**src/rtl/rxld_pkg.sv**
```systemverilog
// rxld_pkg: shared types, constants and helpers for the rotate/xor/lcg digest
// no dependencies
package rxld_pkg;

	localparam int NumWords = 8;
	localparam int WordIdxW = 3;
	localparam int ByteCntW = 5;
	localparam int QueueDepth = 4;
	localparam int QueueAw = 2;

	localparam logic [4:0] ROT_MODE0 = 5'd5;
	localparam logic [4:0] ROT_MODE1 = 5'd7;
	localparam logic [31:0] MUL_MODE0 = 32'd1103515245;
	localparam logic [31:0] INC_MODE0 = 32'd12345;
	localparam logic [31:0] MUL_MODE1 = 32'd69069;
	localparam logic [31:0] INC_MODE1 = 32'd1;

	localparam logic [WordIdxW-1:0] LAST_WORD_MODE0 = 3'd7;
	localparam logic [WordIdxW-1:0] LAST_WORD_MODE1 = 3'd3;
	localparam logic [ByteCntW-1:0] LAST_BYTE_MODE0 = 5'd31;
	localparam logic [ByteCntW-1:0] LAST_BYTE_MODE1 = 5'd15;

	localparam logic KIND_ABSORB = 1'b0;
	localparam logic KIND_FINISH = 1'b1;
	localparam logic MODE_WIDE = 1'b0;

	typedef struct packed {
		logic       kind;
		logic [7:0] data_byte;
	} item_t;

	typedef struct packed {
		logic [7:0] digest_byte;
		logic       last_byte;
	} result_t;

	typedef struct packed {
		logic  valid;
		item_t item;
	} q_link_t;

	typedef enum logic [1:0] {
		ST_IDLE,
		ST_ABSORB,
		ST_EMIT
	} state_t;

	function automatic logic [31:0] init_word(input logic mode, input logic [WordIdxW-1:0] idx);
		logic [31:0] w;
		w = 32'h0;
		if (mode == MODE_WIDE) begin
			case (idx)
				3'd0: w = 32'h6a09e667;
				3'd1: w = 32'hbb67ae85;
				3'd2: w = 32'h3c6ef372;
				3'd3: w = 32'ha54ff53a;
				3'd4: w = 32'h510e527f;
				3'd5: w = 32'h9b05688c;
				3'd6: w = 32'h1f83d9ab;
				3'd7: w = 32'h5be0cd19;
				default: w = 32'h0;
			endcase
		end else begin
			case (idx)
				3'd0: w = 32'h67452301;
				3'd1: w = 32'hefcdab89;
				3'd2: w = 32'h98badcfe;
				3'd3: w = 32'h10325476;
				default: w = 32'h0;
			endcase
		end
		return w;
	endfunction

endpackage

```
**src/rtl/rxld_front.sv**
```systemverilog
// rxld_front: input side, accepts transactions into a short queue for the back end
// depends on rxld_pkg
module rxld_front (
	input  logic            clk,
	input  logic            arst_n,
	input  logic            item_valid,
	output logic            item_stall,
	input  rxld_pkg::item_t item,
	output rxld_pkg::q_link_t q_out,
	input  logic            q_pop
);
	import rxld_pkg::*;

	item_t              mem_q [QueueDepth];
	logic [QueueAw-1:0] wr_ptr_q;
	logic [QueueAw-1:0] rd_ptr_q;
	logic [QueueAw:0]   count_q;
	logic               push;
	logic               pop;

	assign item_stall = (count_q == (QueueAw+1)'(QueueDepth));
	assign push = item_valid && !item_stall;
	assign pop = q_pop && (count_q != '0);

	assign q_out.valid = (count_q != '0);
	assign q_out.item = mem_q[rd_ptr_q];

	always_ff @(posedge clk) begin
		if (push) begin
			mem_q[wr_ptr_q] <= item;
		end
	end

	always_ff @(posedge clk or negedge arst_n) begin
		if (!arst_n) begin
			wr_ptr_q <= '0;
			rd_ptr_q <= '0;
			count_q <= '0;
		end else begin
			if (push) begin
				wr_ptr_q <= wr_ptr_q + 1'b1;
			end
			if (pop) begin
				rd_ptr_q <= rd_ptr_q + 1'b1;
			end
			case ({push, pop})
				2'b10: count_q <= count_q + 1'b1;
				2'b01: count_q <= count_q - 1'b1;
				default: count_q <= count_q;
			endcase
		end
	end

endmodule

```
**src/rtl/rxld_back.sv**
```systemverilog
// rxld_back: executes queued transactions, holds the hash words and drives results
// depends on rxld_pkg
module rxld_back (
	input  logic              clk,
	input  logic              arst_n,
	input  logic              mode_we,
	input  logic              mode_wdata,
	input  rxld_pkg::q_link_t q_in,
	output logic              q_pop,
	output logic              result_valid,
	input  logic              result_stall,
	output rxld_pkg::result_t result
);
	import rxld_pkg::*;

	state_t              state_q;
	state_t              state_d;
	logic                mode_q;
	logic [31:0]         words_q [NumWords];
	logic [31:0]         v_q;
	logic [ByteCntW-1:0] cnt_q;
	logic                out_valid_q;
	result_t             out_q;

	logic [WordIdxW-1:0] widx;
	logic [31:0]         cur_word;
	logic [31:0]         rot_word;
	logic [31:0]         v_next;
	logic [WordIdxW-1:0] last_word;
	logic [ByteCntW-1:0] last_byte;
	logic [4:0]          sh;
	logic                out_free;
	logic                word_wr;
	logic                emit_ld;
	logic                reload;

	assign last_word = (mode_q == MODE_WIDE) ? LAST_WORD_MODE0 : LAST_WORD_MODE1;
	assign last_byte = (mode_q == MODE_WIDE) ? LAST_BYTE_MODE0 : LAST_BYTE_MODE1;
	assign widx = (state_q == ST_EMIT) ? cnt_q[4:2] : cnt_q[2:0];
	assign cur_word = words_q[widx];
	assign rot_word = (mode_q == MODE_WIDE) ?
		((cur_word << ROT_MODE0) | (cur_word >> (6'd32 - {1'b0, ROT_MODE0}))) :
		((cur_word << ROT_MODE1) | (cur_word >> (6'd32 - {1'b0, ROT_MODE1})));
	assign v_next = (mode_q == MODE_WIDE) ? (v_q * MUL_MODE0 + INC_MODE0) :
		(v_q * MUL_MODE1 + INC_MODE1);
	assign sh = (mode_q == MODE_WIDE) ? {~cnt_q[1:0], 3'b000} : {cnt_q[1:0], 3'b000};
	assign out_free = !out_valid_q || !result_stall;

	assign result_valid = out_valid_q;
	assign result = out_q;

	always_comb begin
		state_d = state_q;
		q_pop = 1'b0;
		word_wr = 1'b0;
		emit_ld = 1'b0;
		reload = 1'b0;
		case (state_q)
			ST_IDLE: begin
				if (q_in.valid) begin
					q_pop = 1'b1;
					state_d = (q_in.item.kind == KIND_FINISH) ? ST_EMIT : ST_ABSORB;
				end
			end
			ST_ABSORB: begin
				word_wr = 1'b1;
				if (cnt_q[2:0] == last_word) begin
					state_d = ST_IDLE;
				end
			end
			ST_EMIT: begin
				if (out_free) begin
					emit_ld = 1'b1;
					if (cnt_q == last_byte) begin
						reload = 1'b1;
						state_d = ST_IDLE;
					end
				end
			end
			default: state_d = ST_IDLE;
		endcase
	end

	always_ff @(posedge clk or negedge arst_n) begin
		if (!arst_n) begin
			state_q <= ST_IDLE;
			mode_q <= MODE_WIDE;
			cnt_q <= '0;
			out_valid_q <= 1'b0;
			for (int i = 0; i < NumWords; i++) begin
				words_q[i] <= init_word(MODE_WIDE, WordIdxW'(i));
			end
		end else begin
			state_q <= state_d;
			if (mode_we) begin
				mode_q <= mode_wdata;
				for (int i = 0; i < NumWords; i++) begin
					words_q[i] <= init_word(mode_wdata, WordIdxW'(i));
				end
			end else if (reload) begin
				for (int i = 0; i < NumWords; i++) begin
					words_q[i] <= init_word(mode_q, WordIdxW'(i));
				end
			end else if (word_wr) begin
				words_q[widx] <= rot_word ^ v_q;
			end
			if (q_pop) begin
				cnt_q <= '0;
			end else if (word_wr || emit_ld) begin
				cnt_q <= cnt_q + 1'b1;
			end
			if (emit_ld) begin
				out_valid_q <= 1'b1;
			end else if (!result_stall) begin
				out_valid_q <= 1'b0;
			end
		end
	end

	always_ff @(posedge clk) begin
		if (q_pop) begin
			v_q <= {24'h0, q_in.item.data_byte};
		end else if (word_wr) begin
			v_q <= v_next;
		end
		if (emit_ld) begin
			out_q.digest_byte <= 8'(cur_word >> sh);
			out_q.last_byte <= (cnt_q == last_byte);
		end
	end

endmodule

```
**src/rtl/rotate_xor_lcg_digest_top.sv**
```systemverilog
// rotate_xor_lcg_digest_top: top level of the rotate/xor/lcg toy digest
// depends on rxld_pkg, rxld_front, rxld_back
//
// channels: item (kind, data_byte) in, result (digest_byte, last_byte) out,
// each moved by valid/stall; a transaction completes when valid is high and
// stall is low. mode_we/mode_wdata write the mode register; the user must do
// so only while idle, as the block itself does not enforce it. the front end
// queues up to four items, so the sender is only stalled when the queue is
// full. the back end takes one item at a time from the queue: an absorb item
// updates 8 words in mode 0 and 4 words in mode 1, one word per cycle through
// a single rotate/xor and generator multiply. a finish item gives 32 (mode 0)
// or 16 (mode 1) result transactions, one byte per cycle through the output
// register while the result is not stalled; the first byte goes from the
// queue through the back end state register and then the output register.
// a stalled result holds in the output register and the back end waits;
// the front end keeps taking items until the queue fills.
// reset empties the queue, selects mode 0 and loads its initial words;
// a mode write and the last byte of a digest reload the initial words.
module rotate_xor_lcg_digest_top (
	input  logic              clk,
	input  logic              arst_n,
	input  logic              mode_we,
	input  logic              mode_wdata,
	input  logic              item_valid,
	output logic              item_stall,
	input  rxld_pkg::item_t   item,
	output logic              result_valid,
	input  logic              result_stall,
	output rxld_pkg::result_t result
);
	import rxld_pkg::*;

	q_link_t q_link;
	logic    q_pop;

	rxld_front u_front (
		.clk        (clk),
		.arst_n     (arst_n),
		.item_valid (item_valid),
		.item_stall (item_stall),
		.item       (item),
		.q_out      (q_link),
		.q_pop      (q_pop)
	);

	rxld_back u_back (
		.clk          (clk),
		.arst_n       (arst_n),
		.mode_we      (mode_we),
		.mode_wdata   (mode_wdata),
		.q_in         (q_link),
		.q_pop        (q_pop),
		.result_valid (result_valid),
		.result_stall (result_stall),
		.result       (result)
	);

endmodule

```
**config.mk**
```make
export PLATFORM = sky130hd
export DESIGN_NAME = rotate_xor_lcg_digest_top
export DESIGN_NICKNAME = d
export VERILOG_FILES = /design/src/rtl/rxld_pkg.sv /design/src/rtl/rxld_front.sv /design/src/rtl/rxld_back.sv /design/src/rtl/rotate_xor_lcg_digest_top.sv
export SDC_FILE = /design/constraint.sdc
export NUM_CORES = 2
export LEC_CHECK = 0
export BUFFER_PORTS_ARGS = -buffer_cell sky130_fd_sc_hd__buf_2
export CAP_MARGIN = 20
export CORE_ASPECT_RATIO = 0.8
export CORE_UTILIZATION = 60
export CTS_CLUSTER_SIZE = 40
export DETAILED_ROUTE_END_ITERATION = 7
export PLACE_DENSITY = 0.8
export SYNTH_ARGS = -nofsm -noshare
export SYNTH_HDL_FRONTEND = slang
export SYNTH_HIERARCHICAL = 1
export SYNTH_SLANG_ARGS = --single-unit
```
**constraint.sdc**
```tcl
create_clock -name clk -period 8.7 [get_ports clk]
set_input_delay 1.305 -clock clk [delete_from_list [all_inputs] [get_ports clk]]
set_output_delay 1.305 -clock clk [all_outputs]
set_load 0.005 [all_outputs]
```
## Word level (Yosys, flattened, before mapping)

Memories as Yosys holds them, arrays and structs flattened.
Index checks and enable logic that the tools add are counted.

| storage, ports and cells | value |
|---|---|
| RAM bits | 36 |
| logic and storage cells | 118 |
| memories kept | 1 |
| register bits after elaboration | 313 |

Memories:

| name | depth | bits a word | read ports | clocked after Yosys merged registers in | wr ports | line | source |
|---|---|---|---|---|---|---|---|
| u_front.mem_q | 4 | 9 | 1 | 0 | 1 | rxld_front.sv:14 | `item_t mem_q [QueueDepth];` |

| cells by class | value |
|---|---|
| shift-type cells | 1 |
| multiplexer cells | 54 |
| $add $sub $neg | 7 |
| equal/unequal tests | 12 |
| magnitude comparators | 2 |
| bitwise logic cells | 5 |
| reductions and logical operators | 15 |
| $mul | 2 |

Operators by type and width:

| kind | number |
|---|---|
| $mux 256 | 3 |
| $mux 32 | 11 |
| $bwmux 256 | 1 |
| $mux 31 | 6 |
| $bmux 32 s3 | 1 |
| $demux 32 s3 | 1 |
| $mux 29 | 2 |
| $mux 28 | 2 |
| $add 32x1->32 const B | 1 |
| $add 32x14->32 const B | 1 |
| $mul 32x17->32 const B | 1 |
| $mul 32x31->32 const B | 1 |
| $or 32x5->32 | 1 |
| $or 32x7->32 | 1 |
| $shr 32x5->8 | 1 |
| $xor 32x32->32 | 1 |
| $mux 5 | 4 |
| $mux 8 | 2 |
| $mux 1 | 12 |
| $mux 2 | 5 |
| $mux 3 | 2 |
| $ne 2x1->1 const B | 3 |
| $pmux 2 s3 | 1 |
| $pmux 3 s2 | 1 |
| 21 further kinds | 33 |

## Longest topological paths before layout

| logic depth | value |
|---|---|
| depth after elaboration | 13 |
| mapped depth | 27 |
| gate-level depth less buffers | 26 |

## Cells and area by module

Netlist, hierarchy kept.

By module, submodules not included:

| module | seq. area each (um^2) | times used | cells each | area an instance (um^2) |
|---|---|---|---|---|
| rxld_back | 7792.5 | 1 | 3138 | 31078.6 |
| rxld_front | 1256.2 | 1 | 84 | 1741.7 |

## Worst setup path before layout

No wires, ideal clock.

| timing | value |
|---|---|
| path kind | reg-to-reg |
| start point | register u_back.v_q[5] |
| end point | register u_back.v_q[30] |
| clock period less this slack | 6.798 ns |
| cell stages (with the launch flop) | 26 |
| path slack | 1.902 ns |
| buffers on the path | 0 |
| required time | 8.630 ns |
| arrival | 6.728 ns |
| cells stage by stage | edfxtp_1 > ha_1 > xor2_1 > ha_1 > a21oi_1 > fa_1 > fa_1 > inv_1 > fa_1 > inv_1 > fa_1 > inv_1 > fa_1 > inv_1 > fa_1 > inv_1 > ha_1 > and2_1 > and4_1 > nor4_1 > o21ai_0 > a21oi_1 > o31ai_1 > a2111oi_0 > a311oi_1 > a21oi_1 |

| on the way | value |
|---|---|
| word-level cells in the longest chain between the ends | 3 |
| elaborated cells on any way between the ends | 5 |
| classes of those cells | 2 x add/sub; 2 x mul; 1 x mux |

Ends and longest elaborated chain:

| what | line | source |
|---|---|---|
| start: declaration | rxld_back.sv:20 | `logic [31:0] v_q;` |
| start signal: assignment | rxld_back.sv:122 | `v_q <= {24'h0, q_in.item.data_byte};` |
| start signal: assignment | rxld_back.sv:124 | `v_q <= v_next;` |
| $mul 32x31->32 / $mul 32x17->32 (equally long branches) | rxld_back.sv:44, rxld_back.sv:45 |  |
| $add 32x14->32 / $add 32x1->32 (equally long branches) | rxld_back.sv:44, rxld_back.sv:45 |  |
| $mux 32 * | rxld_back.sv:44 | `assign v_next = (mode_q == MODE_WIDE) ? (v_q * MUL_MODE0 + INC_MODE0) :` |

Mark *: on every way between the ends. The rest lies on a longest branch, timed or not.
A chain may end at the register's enable or synchronous reset.

## Worst setup path after layout

| timing | value |
|---|---|
| start point | register u_back.v_q[7] |
| end point | register u_back.v_q[30] |

The elaborated chain is that of the path after synthesis.

==> impl_results.md <==
* Root Buffer Master: clkbuf_16
* Fin crit share at 86.3%
* Worst Path Required at between 9000 and 10000 ps
* Vias at 26052
* Synth area leader: fa_1
* Sum Neg Setup Slack at 0 ps
* Fin nets at 3919
* Die Wd at about 260 um
* Final core utilization at 64.8%
* CTS tree: done
* Crit-path max FO at 11
* Num ports at 26
* Crit. End Element: register
* Hold Vio Cnt, Final at 0
* Status: complete, no violations
* Die area at 55600 um2
* Post-synthesis instance area at 32800 um2
* Congestion Overflow GR at 0
* Area fraction of the dominant cell type after synthesis at between 10% and 20%
* EDFF count, synth at 53
* Drt pass-1 iters at 8
* Vias in the first global route at 26122
* Multi-input gate area in the final layout at 21000 um2
* Initial Utilization at approximately three fifths
* Cts bufs inserted at 37
* Share of cells above drive strength 1 at 13.8%
* Clk_skew at 30.4 ps
* WP data arrival at roughly 8000 ps
* Fillers at roughly 4200
* Fmax at 133 MHz
* Iter 0 DRT Violations at 3789
* WS Path Type: register to register
* FF-to-FF setup slack at about 1200 ps
* Clock slew at reported path FFs at ~70 ps
* Worst skew pair latency at 560 ps
* Die height at 211 um
* Worst-margin pin slew at about 1300 ps
* Register Area at roughly 9000 um2
* Max Transition Viols Final at 0
* Top cells by area, synth: fa_1, ha_1, dfstp_2
* CTS Sinks at 349
* Max clock buf depth at 3
* Post-Place Cell Area at approximately 34000 um2
* Dpl hpwl at approximately 83000 um
* DRC errors left at 0
* Cell count after synthesis at 3222
* Post-Syn Nets at 3915
* Final ANT Viol Nets at 0
* Worst slack, placed at around 1300 ps
* Synthesized flop and latch total at ~350
* Async set-reset flop share out of synthesis at 77.9%
* GRT Util Overall at about two fifths
* Placeable Area at 53900 um2
* Initial antenna violation count at 1
* Unrepaired setup endpoints after global routing: no
* Slew HR at between 10% and 20%
* Main synth FF type: dfstp_2
* First-pass GRT wire length at about 160000 um
* Largest net degree at the start of global routing at 87
* Syn. warnings at 6
* Final WS setup at 1190 ps
* WL/cell at around 28 um
* Gpl congestion at 1.07
* Drt via density at 6.58
* Library cells used by synthesis at 96
* # rows at 76
* Aggregate routed wire length at between 100000 and 150000 um
* HP Class: register to register
* Area delta synth->final at 6.40%
* Register area share after synthesis at 27.6%
* Cts repair resizes at 0
* Synthesized area per cell at 10.2 um2
* Cts hold-fix bufs at 0
* Post-CTS Repair Setup Buffers at 0
* Htree depth at 2
* Minimum clock period at approximately 7500 ps
* Finished Cell Area at 34900 um2
* Startpoint type of the worst setup path: register
* Max cap viols at 0
* Finish-stage setup viols at 0
* IO buf count at 25
## path summary, 6_finish.rpt
kind                                            to  cells after the start                from
max in group asynchronous       u_back/words_q[72]                      2              arst_n
min in group asynchronous       u_back/words_q[26]                      1              arst_n
worst max register to register      u_back/v_q[30]                     24       u_back/v_q[7]
worst min register to register  u_back/words_q[88]                      2  u_back/words_q[88]
worst max-delay path                u_back/v_q[30]                     24       u_back/v_q[7]
worst min-delay path            u_back/words_q[88]                      2  u_back/words_q[88]
## critical path, stage by stage (launching register included)
cell	delay (ps)
edfxtp_1	500
buf_4	260
ha_1	600
xor2_1	340
ha_1	210
a21oi_1	60
fa_1	520
fa_1	500
inv_1	60
fa_1	480
fa_1	510
fa_1	500
inv_1	50
fa_1	480
inv_1	40
ha_1	330
and2_1	200
and4_1	210
nor4_1	230
o21ai_0	220
a21oi_1	250
o31ai_1	160
a2111oi_0	470
a311oi_1	90
a21oi_1	170
## per-stage QoR
stage | hold slack [ps] | instances
floorplan | 449 | 3222
global placement | 459 | 3886
detailed placement | 470 | 3887
CTS | 478 | 3955
global route | 494 | 3957
finish | 482 | 3959
## area by class of cell
class / instances / share of cell area, %
multi-input cells: 2149 / 60.2
flip-flops and latches: 349 / 25.9
inverters: 609 / 6.55
clock buffers: 51 / 2.89
well taps: 702 / 2.52
repair buffers: 80 / 1.59
clock inverters: 17 / 0.326
diodes: 2 / 0.0143
## placed cells by master (no fill, tap or decap), drive strengths merged, types with 51 or more instances in the layout
master    n
buf      80
o221a    55
inv     612
o21ai   216
nor2    179
dfrtp   136
fa      325
xnor2   111
dfstp   136
nand2   226
clkbuf   51
a21oi   156
edfxtp   53
ha      353
## cells in the mapped netlist (8+ instances only)
cell type and count:
mux2i_4 13, a21oi_1 153, mux4_2 12, buf_2 21, nand2b_1 17, nor3_1 11
dfstp_2 136, xor2_1 38, mux2i_1 34, o21ai_1 18, fa_1 325, clkbuf_1 75
xnor2_4 10, edfxtp_1 53, nand3_1 25, a222oi_1 18, o221a_2 52, a22o_1 24
a22oi_1 29, and3_1 12, ha_1 353, xnor2_1 86, o22ai_1 9, nor2_1 172
a211oi_1 21, inv_1 607, o31ai_1 9, xnor2_2 15, dfrtp_1 136, a221oi_1 29
a221o_1 16, o211ai_1 9, a31oi_1 16, buf_6 8, o21ai_0 198, a31o_2 8
o211a_1 14, o21a_1 13, dfxtp_1 24, or3_1 10, nand2_1 225, a21o_1 36
## routing by layer
layer	vias to the layer above	GRT usage [%]	share of wire (%)
li1	10829	-	-
met2	1984	54.1	39
met1	12863	57.2	41
met5	-	0	0.079
met3	372	17.2	16
met4	4	14.2	4.0
## cell families after synthesis
kind of cell             share of synthesized area [%]
multiplexers                                      3.18
buffers and inverters                             8.62
adder cells (fa/ha/maj)                           33.3
flip-flops                                        27.6
AO/OA/AOI/OAI                                     15.3
AND/OR/NAND/NOR                                   7.16
XOR/XNOR                                          4.89
## flip-flops by register name, indices dropped and copies added, names as in the netlist, 3 cells and up
name,flops
u_back/words_q,256
u_back/cnt_q,5
u_front/count_q,3
u_back/result,9
u_front/mem_q,36
u_back/v_q,32
Power is left out: the tool's default activity adds up to more than one toggle a clock period on the data nets, which glitch-free logic cannot reach.
